### src/hw/rtl/ctag_pkg.sv
package ctag_pkg;

   // function codes of an input transaction
   localparam logic [1:0] FUNC_START   = 2'd0;
   localparam logic [1:0] FUNC_CONTENT = 2'd1;
   localparam logic [1:0] FUNC_NAME    = 2'd2;
   localparam logic [1:0] FUNC_FINISH  = 2'd3;

   localparam logic [31:0] CRC_POLY  = 32'hEDB8_8320;
   localparam logic [31:0] CRC_INIT  = 32'hFFFF_FFFF;
   localparam logic [31:0] FNV_BASIS = 32'd2166136261;
   localparam logic [31:0] FNV_PRIME = 32'd16777619;
   localparam logic [31:0] MIX_MUL_A = 32'h7FEB_352D;
   localparam logic [31:0] MIX_MUL_B = 32'h846C_A68B;

   // commands from the controller to the datapath
   typedef struct packed {
      logic take_item;   // an input transaction is accepted this cycle
      logic step_mul_a;  // first avalanche multiply
      logic load_tag;    // second multiply into the output register
   } cmd_type;

   // reflected crc-32, one byte, lsb first
   function automatic logic [31:0] crc_byte(input logic [31:0] crc_val,
                                            input logic [7:0] data_val);
      logic [31:0] c;
      c = crc_val ^ {24'd0, data_val};
      for (int k = 0; k < 8; k++) begin
         c = c[0] ? ((c >> 1) ^ CRC_POLY) : (c >> 1);
      end
      return c;
   endfunction

   function automatic logic [31:0] rotl32(input logic [31:0] v, input int s);
      return (v << s) | (v >> (32 - s));
   endfunction

endpackage

### src/hw/rtl/ctag_ctrl.sv
module ctag_ctrl
   import ctag_pkg::*;
(
   input  logic       clock,
   input  logic       reset,
   input  logic       req_valid,
   input  logic [1:0] req_func,
   output logic       req_ready,
   output logic       rsp_valid,
   input  logic       rsp_ready,
   output cmd_type    cmd
);

   typedef enum logic [1:0] {
      ST_IDLE,
      ST_MIX_A,
      ST_MIX_B
   } state_type;

   state_type state_ff, state_in;
   logic      rsp_valid_ff, rsp_valid_in;
   logic      out_free;

   assign req_ready = (state_ff == ST_IDLE);
   assign rsp_valid = rsp_valid_ff;
   assign out_free  = !rsp_valid_ff || rsp_ready;

   // next state and commands
   always_comb begin
      state_in       = state_ff;
      rsp_valid_in   = rsp_valid_ff && !rsp_ready;
      cmd.take_item  = 1'b0;
      cmd.step_mul_a = 1'b0;
      cmd.load_tag   = 1'b0;
      case (state_ff)
         ST_IDLE: begin
            if (req_valid) begin
               cmd.take_item = 1'b1;
               if (req_func == FUNC_FINISH) begin
                  state_in = ST_MIX_A;
               end
            end
         end
         ST_MIX_A: begin
            cmd.step_mul_a = 1'b1;
            state_in       = ST_MIX_B;
         end
         ST_MIX_B: begin
            if (out_free) begin
               cmd.load_tag = 1'b1;
               rsp_valid_in = 1'b1;
               state_in     = ST_IDLE;
            end
         end
         default: begin
            state_in = ST_IDLE;
         end
      endcase
   end

   // state and output valid
   always_ff @(posedge clock) begin
      if (reset) begin
         state_ff     <= ST_IDLE;
         rsp_valid_ff <= 1'b0;
      end else begin
         state_ff     <= state_in;
         rsp_valid_ff <= rsp_valid_in;
      end
   end

endmodule

### src/hw/rtl/ctag_datapath.sv
module ctag_datapath
   import ctag_pkg::*;
(
   input  logic        clock,
   input  logic        reset,
   input  cmd_type     cmd,
   input  logic [1:0]  req_func,
   input  logic [7:0]  req_data_byte,
   input  logic [31:0] req_file_size,
   input  logic [31:0] req_mod_time,
   output logic [31:0] rsp_tag
);

   logic [31:0] crc_ff, crc_in;
   logic [31:0] name_ff, name_in;
   logic [31:0] mix_ff, mix_in;
   logic [31:0] tag_ff, tag_in;
   logic [31:0] comb_t;
   logic [31:0] prod_a;
   logic [31:0] prod_b;

   // combine size, crc, name hash and time
   always_comb begin
      comb_t = req_file_size;
      comb_t = rotl32(comb_t, 5) ^ (crc_ff ^ CRC_INIT);
      comb_t = rotl32(comb_t, 7) ^ name_ff;
      comb_t = rotl32(comb_t, 11) ^ req_mod_time;
   end

   assign prod_a = mix_ff * MIX_MUL_A;
   assign prod_b = mix_ff * MIX_MUL_B;

   // running hashes and avalanche stages
   always_comb begin
      crc_in  = crc_ff;
      name_in = name_ff;
      mix_in  = mix_ff;
      tag_in  = tag_ff;
      if (cmd.take_item) begin
         case (req_func)
            FUNC_START: begin
               crc_in  = CRC_INIT;
               name_in = FNV_BASIS;
            end
            FUNC_CONTENT: begin
               crc_in = crc_byte(crc_ff, req_data_byte);
            end
            FUNC_NAME: begin
               name_in = (name_ff ^ {24'd0, req_data_byte}) * FNV_PRIME;
            end
            FUNC_FINISH: begin
               mix_in  = comb_t ^ (comb_t >> 16);
               crc_in  = CRC_INIT;
               name_in = FNV_BASIS;
            end
            default: begin
               crc_in = crc_ff;
            end
         endcase
      end
      if (cmd.step_mul_a) begin
         mix_in = prod_a ^ (prod_a >> 15);
      end
      if (cmd.load_tag) begin
         tag_in = prod_b ^ (prod_b >> 16);
      end
   end

   // hash state
   always_ff @(posedge clock) begin
      if (reset) begin
         crc_ff  <= CRC_INIT;
         name_ff <= FNV_BASIS;
      end else begin
         crc_ff  <= crc_in;
         name_ff <= name_in;
      end
   end

   // mix and output payload
   always_ff @(posedge clock) begin
      mix_ff <= mix_in;
      tag_ff <= tag_in;
   end

   assign rsp_tag = tag_ff;

endmodule

### src/hw/rtl/content_tag_hash_top.sv
// content tag hash: 32-bit tag from a crc-32 of content bytes and an
// fnv-1a hash of name bytes, mixed with size and time on finish.
// input channel req_*: req_func selects start (clear), content byte,
// name byte or finish; req_file_size and req_mod_time are used on finish.
// output channel rsp_*: one rsp_tag transaction per finish transaction.
// start, content and name transactions are accepted back to back. a
// finish transaction runs the combine step, then one step for each
// avalanche multiply; the tag is valid at the output once the last
// multiply step has loaded it into the output register, and req_ready
// is low during the multiply steps.
// the output register lets new byte transactions in while a tag waits;
// if the receiver stalls, a following finish holds in its last multiply
// step until the waiting tag is taken.
// reset (synchronous) sets the crc to all ones, the name hash to the
// fnv offset basis and drops rsp_valid.
module content_tag_hash_top
   import ctag_pkg::*;
(
   input  logic        clock,
   input  logic        reset,
   input  logic        req_valid,
   output logic        req_ready,
   input  logic [1:0]  req_func,
   input  logic [7:0]  req_data_byte,
   input  logic [31:0] req_file_size,
   input  logic [31:0] req_mod_time,
   output logic        rsp_valid,
   input  logic        rsp_ready,
   output logic [31:0] rsp_tag
);

   cmd_type cmd;

   ctag_ctrl u_ctrl (
      .clock     (clock),
      .reset     (reset),
      .req_valid (req_valid),
      .req_func  (req_func),
      .req_ready (req_ready),
      .rsp_valid (rsp_valid),
      .rsp_ready (rsp_ready),
      .cmd       (cmd)
   );

   ctag_datapath u_datapath (
      .clock         (clock),
      .reset         (reset),
      .cmd           (cmd),
      .req_func      (req_func),
      .req_data_byte (req_data_byte),
      .req_file_size (req_file_size),
      .req_mod_time  (req_mod_time),
      .rsp_tag       (rsp_tag)
   );

   // a finish blocks input during its multiply cycles
   assert property (@(posedge clock) disable iff (reset)
      (req_valid && req_ready && (req_func == FUNC_FINISH)) |=> !req_ready)
      else $error("input accepted during finish");

   // a tag is waiting at the output after a finish
   assert property (@(posedge clock) disable iff (reset)
      (req_valid && req_ready && (req_func == FUNC_FINISH)) |-> ##3 rsp_valid)
      else $error("tag missing after finish");

   // a new tag only comes from the last multiply step
   assert property (@(posedge clock) disable iff (reset)
      $rose(rsp_valid) |-> $past(!req_ready && cmd.load_tag))
      else $error("tag loaded outside multiply step");

endmodule
### config.mk
export PLATFORM = sky130hd
export DESIGN_NAME = content_tag_hash_top
export DESIGN_NICKNAME = d
export VERILOG_FILES = /design/src/hw/rtl/ctag_pkg.sv /design/src/hw/rtl/ctag_ctrl.sv /design/src/hw/rtl/ctag_datapath.sv /design/src/hw/rtl/content_tag_hash_top.sv
export SDC_FILE = /design/constraint.sdc
export NUM_CORES = 2
export LEC_CHECK = 0
export BUFFER_PORTS_ARGS = -buffer_cell sky130_fd_sc_hd__buf_4
export CORE_ASPECT_RATIO = 0.75
export CORE_UTILIZATION = 55
export DETAILED_ROUTE_END_ITERATION = 6
export PLACE_DENSITY = 0.82
export SYNTH_ARGS = -nofsm -noshare
export SYNTH_HDL_FRONTEND = slang
export SYNTH_HIERARCHICAL = 1
export SYNTH_SLANG_ARGS = --single-unit
### constraint.sdc
create_clock -name clock -period 8 [get_ports clock]
set_input_delay 0.4 -clock clock [delete_from_list [all_inputs] [get_ports clock]]
set_output_delay 0.4 -clock clock [all_outputs]
set_load 0.01 [all_outputs]
==> qor.txt <==
status: completed
most common flop cell mapped by yosys: dfxtp_1
Final setup viols: 0
number of DRC markers in iteration 0: 1855
crit path capture type: flop
hold_buf cts: 0
All-Layer GR Usage: 34.3%
Distinct cells, synth: 70
Final Hold Vio Count: 0
leading area contributor after synthesis: fa_1
Die Y: 197 um
post-synth top area share: 30.1%
starting density of the core: 55.7%
ANT nets after route: 0
Commonest cells post-synth: 652 x inv_1, 536 x ha_1, 420 x fa_1
Fin Setup TNS: 0 ns
CP startpoint kind: flop
die area: 51800 um2
post-route clock period utilization: 94.4%
RSZ-0062 raised after global routing: false
initial antenna violation count: 0
Worst EP required: 8.15 ns
Post-CTS Repair Setup Buffers: 0
Yosys warnings: 6
Final min period: 7.55 ns
EDFF count, synth: 64
Area growth syn-to-layout: 8.89%
I/O Buffers: 111
CTS tree: done
total grt overflow: 0
largest cells by area after synthesis: fa_1 30%, ha_1 24%, xnor2_1 8.9%
Final Util: 60.7%
number of global-route vias before repair: 21300
largest net degree at the start of global routing: 69
DP Area: 29800 um2
Die Span X: 262 um
DRC Markers: 0
TritonCTS Buffers: 17
Synth Area per Inst: 10.2 um2
Worst EP arrival: 7.70 ns
flops & latches, synth: 131
ratio of cells with drive above 1 in the final layout: 7.54%
Post-Synthesis Cell Area: 28000 um2
fill count: 4105
global-route wire length before repair: 129000 um
Crit Path Class: reg2reg
per-cell routed wire length: 24.0 um
max-slew violations: 0
final instance area: 30500 um2
clock skew: 0.0165 ns
Slew @ Worst Pin: 1.24 ns
Register Area: 3260 um2
Post-synth ARST share: 0%
area of the multi-input gates: 22100 um2
Max Root-Sink Buffers: 2
# clock sinks: 131
Hold Crit Class: in2reg
Mapped Nets: 3787
maxcap violations: 0
Rows: 71
n_diodes: 0
top-count cell post-synth: inv_1
top fanout value on the critical path: 12
H-tree levels: 4
iteration count of the initial detailed-routing pass: 7
vias per inst: 5.66
final wirelength: 85600 um
Achievable Freq: 0.132 GHz
cell count after synthesis: 2753
clock root buffer: clkbuf_16
Slew Limit Headroom: 17.4%
GPL Wtd Cong: 1.06
Final nets: 3927
register area share after synthesis: 11.7%
DP HPWL: 74100 um
post_cts resized: 0
core footprint: 50200 um2
via count: 20200
clock-pin slew on the worst setup and hold paths: 0.07 ns
I/O Pins: 112
Worst-Skew Late Latency: 0.46 ns
[metrics by stage]
stage	cells	hold slack [ns]	worst slack (ns)
2_1_floorplan	2753	0.468	1.37
6_report	3563	0.242	0.449
5_1_grt	3563	0.255	0.222
3_3_place_gp	3531	0.502	0.817
3_5_place_dp	3531	0.510	0.715
4_1_cts	3563	0.217	0.657
[cell type report]
type / count / share of cell area (%)
multi-input cells: 1937 / 72.7
well taps: 657 / 2.70
inverters: 652 / 8.04
clock inverters: 15 / 0.625
repair buffers: 154 / 3.80
flip-flops and latches: 131 / 10.7
clock buffers: 17 / 1.40
[path summary, 6_finish.rpt]
| kind | startpoint | endpoint | slack (ns) | cells past startpoint |
|---|---|---|---|---|
| worst max-delay path | u_datapath/mix_ff[4] | u_datapath/mix_ff[12] | 0.45 | 22 |
| worst min-delay path | rsp_ready | u_ctrl/rsp_valid | 0.24 | 3 |
| worst max register to register | u_datapath/mix_ff[4] | u_datapath/mix_ff[12] | 0.45 | 22 |
| worst min register to register | u_ctrl/rsp_valid | u_ctrl/rsp_valid | 0.53 | 2 |
[cell families (layout without fill, tap and decap cells)]
kind of cell	count (synthesis)	in the layout	synth area share (%)
and+or+nand+nor	279	279	5.10
muxes	6	6	0.224
DFF	131	131	11.7
adders and majority gates	956	956	54.0
buffers and inverters	685	838	9.20
AOI/OAI and AO/OA	308	308	7.31
xor gates and xnor gates	388	388	12.5
[worst max-delay path, stage by stage, from the launching register on]
cell	delay (ns)
edfxtp_1	0.89
ha_1	0.49
fa_1	0.43
ha_1	0.28
inv_1	0.05
fa_1	0.50
inv_1	0.06
fa_1	0.50
inv_1	0.07
fa_1	0.55
inv_1	0.06
fa_1	0.46
fa_1	0.42
ha_1	0.40
a21o_1	0.21
nand3_1	0.09
a21oi_1	0.18
nor2_1	0.10
a31o_2	0.29
nand2_1	0.08
xor2_1	0.35
xnor2_1	0.13
a21oi_1	0.65
[per-layer routing]
layer / track usage, % / part of all wire, % / vias to the layer above
met5: 0.932 / 0.075 / -
met4: 7.49 / 1.9 / 2
met3: 17.4 / 15 / 107
met2: 47.9 / 40 / 922
met1: 46.9 / 43 / 10100
li1: - / - / 9040
[flip-flops by register name, summed over array words and instances (netlist names)]
name / cells
u_ctrl/rsp_valid: 1
u_datapath/mix_ff: 32
u_datapath/rsp_tag: 32
u_ctrl/state_ff: 2
u_datapath/name_ff: 32
u_datapath/crc_ff: 32
[cells in the final DEF (no fill, tap or decap), types with 4 or more instances in the layout]
| cell type | synthesis | routed |
|---|---|---|
| a211oi_1 | 5 | 5 |
| a21o_1 | 37 | 37 |
| a21oi_1 | 92 | 92 |
| a22oi_1 | 13 | 13 |
| a31oi_1 | 11 | 11 |
| and2_1 | 9 | 9 |
| and3_1 | 7 | 7 |
| buf_4 | 0 | 154 |
| clkbuf_16 | 0 | 17 |
| clkinv_4 | 0 | 4 |
| dfxtp_1 | 67 | 67 |
| edfxtp_1 | 64 | 64 |
| fa_1 | 420 | 420 |
| ha_1 | 536 | 536 |
| inv_1 | 652 | 652 |
| inv_8 | 0 | 6 |
| mux2i_1 | 4 | 4 |
| nand2_1 | 59 | 59 |
| nand2b_1 | 56 | 56 |
| nand3_1 | 12 | 12 |
| nand4_1 | 7 | 7 |
| nor2_1 | 73 | 73 |
| nor2b_1 | 13 | 10 |
| nor3_1 | 10 | 10 |
| o211ai_1 | 4 | 4 |
| o21a_1 | 15 | 15 |
| o21ai_0 | 35 | 35 |
| o21bai_1 | 13 | 13 |
| o22ai_1 | 43 | 43 |
| o31a_1 | 4 | 4 |
| o31ai_1 | 4 | 4 |
| or2_2 | 10 | 10 |
| or3_1 | 8 | 8 |
| xnor2_1 | 285 | 285 |
| xor2_1 | 96 | 96 |
Power is not shown: default switching activity piles up to over one toggle a cycle in this logic, so the estimate is an artifact.
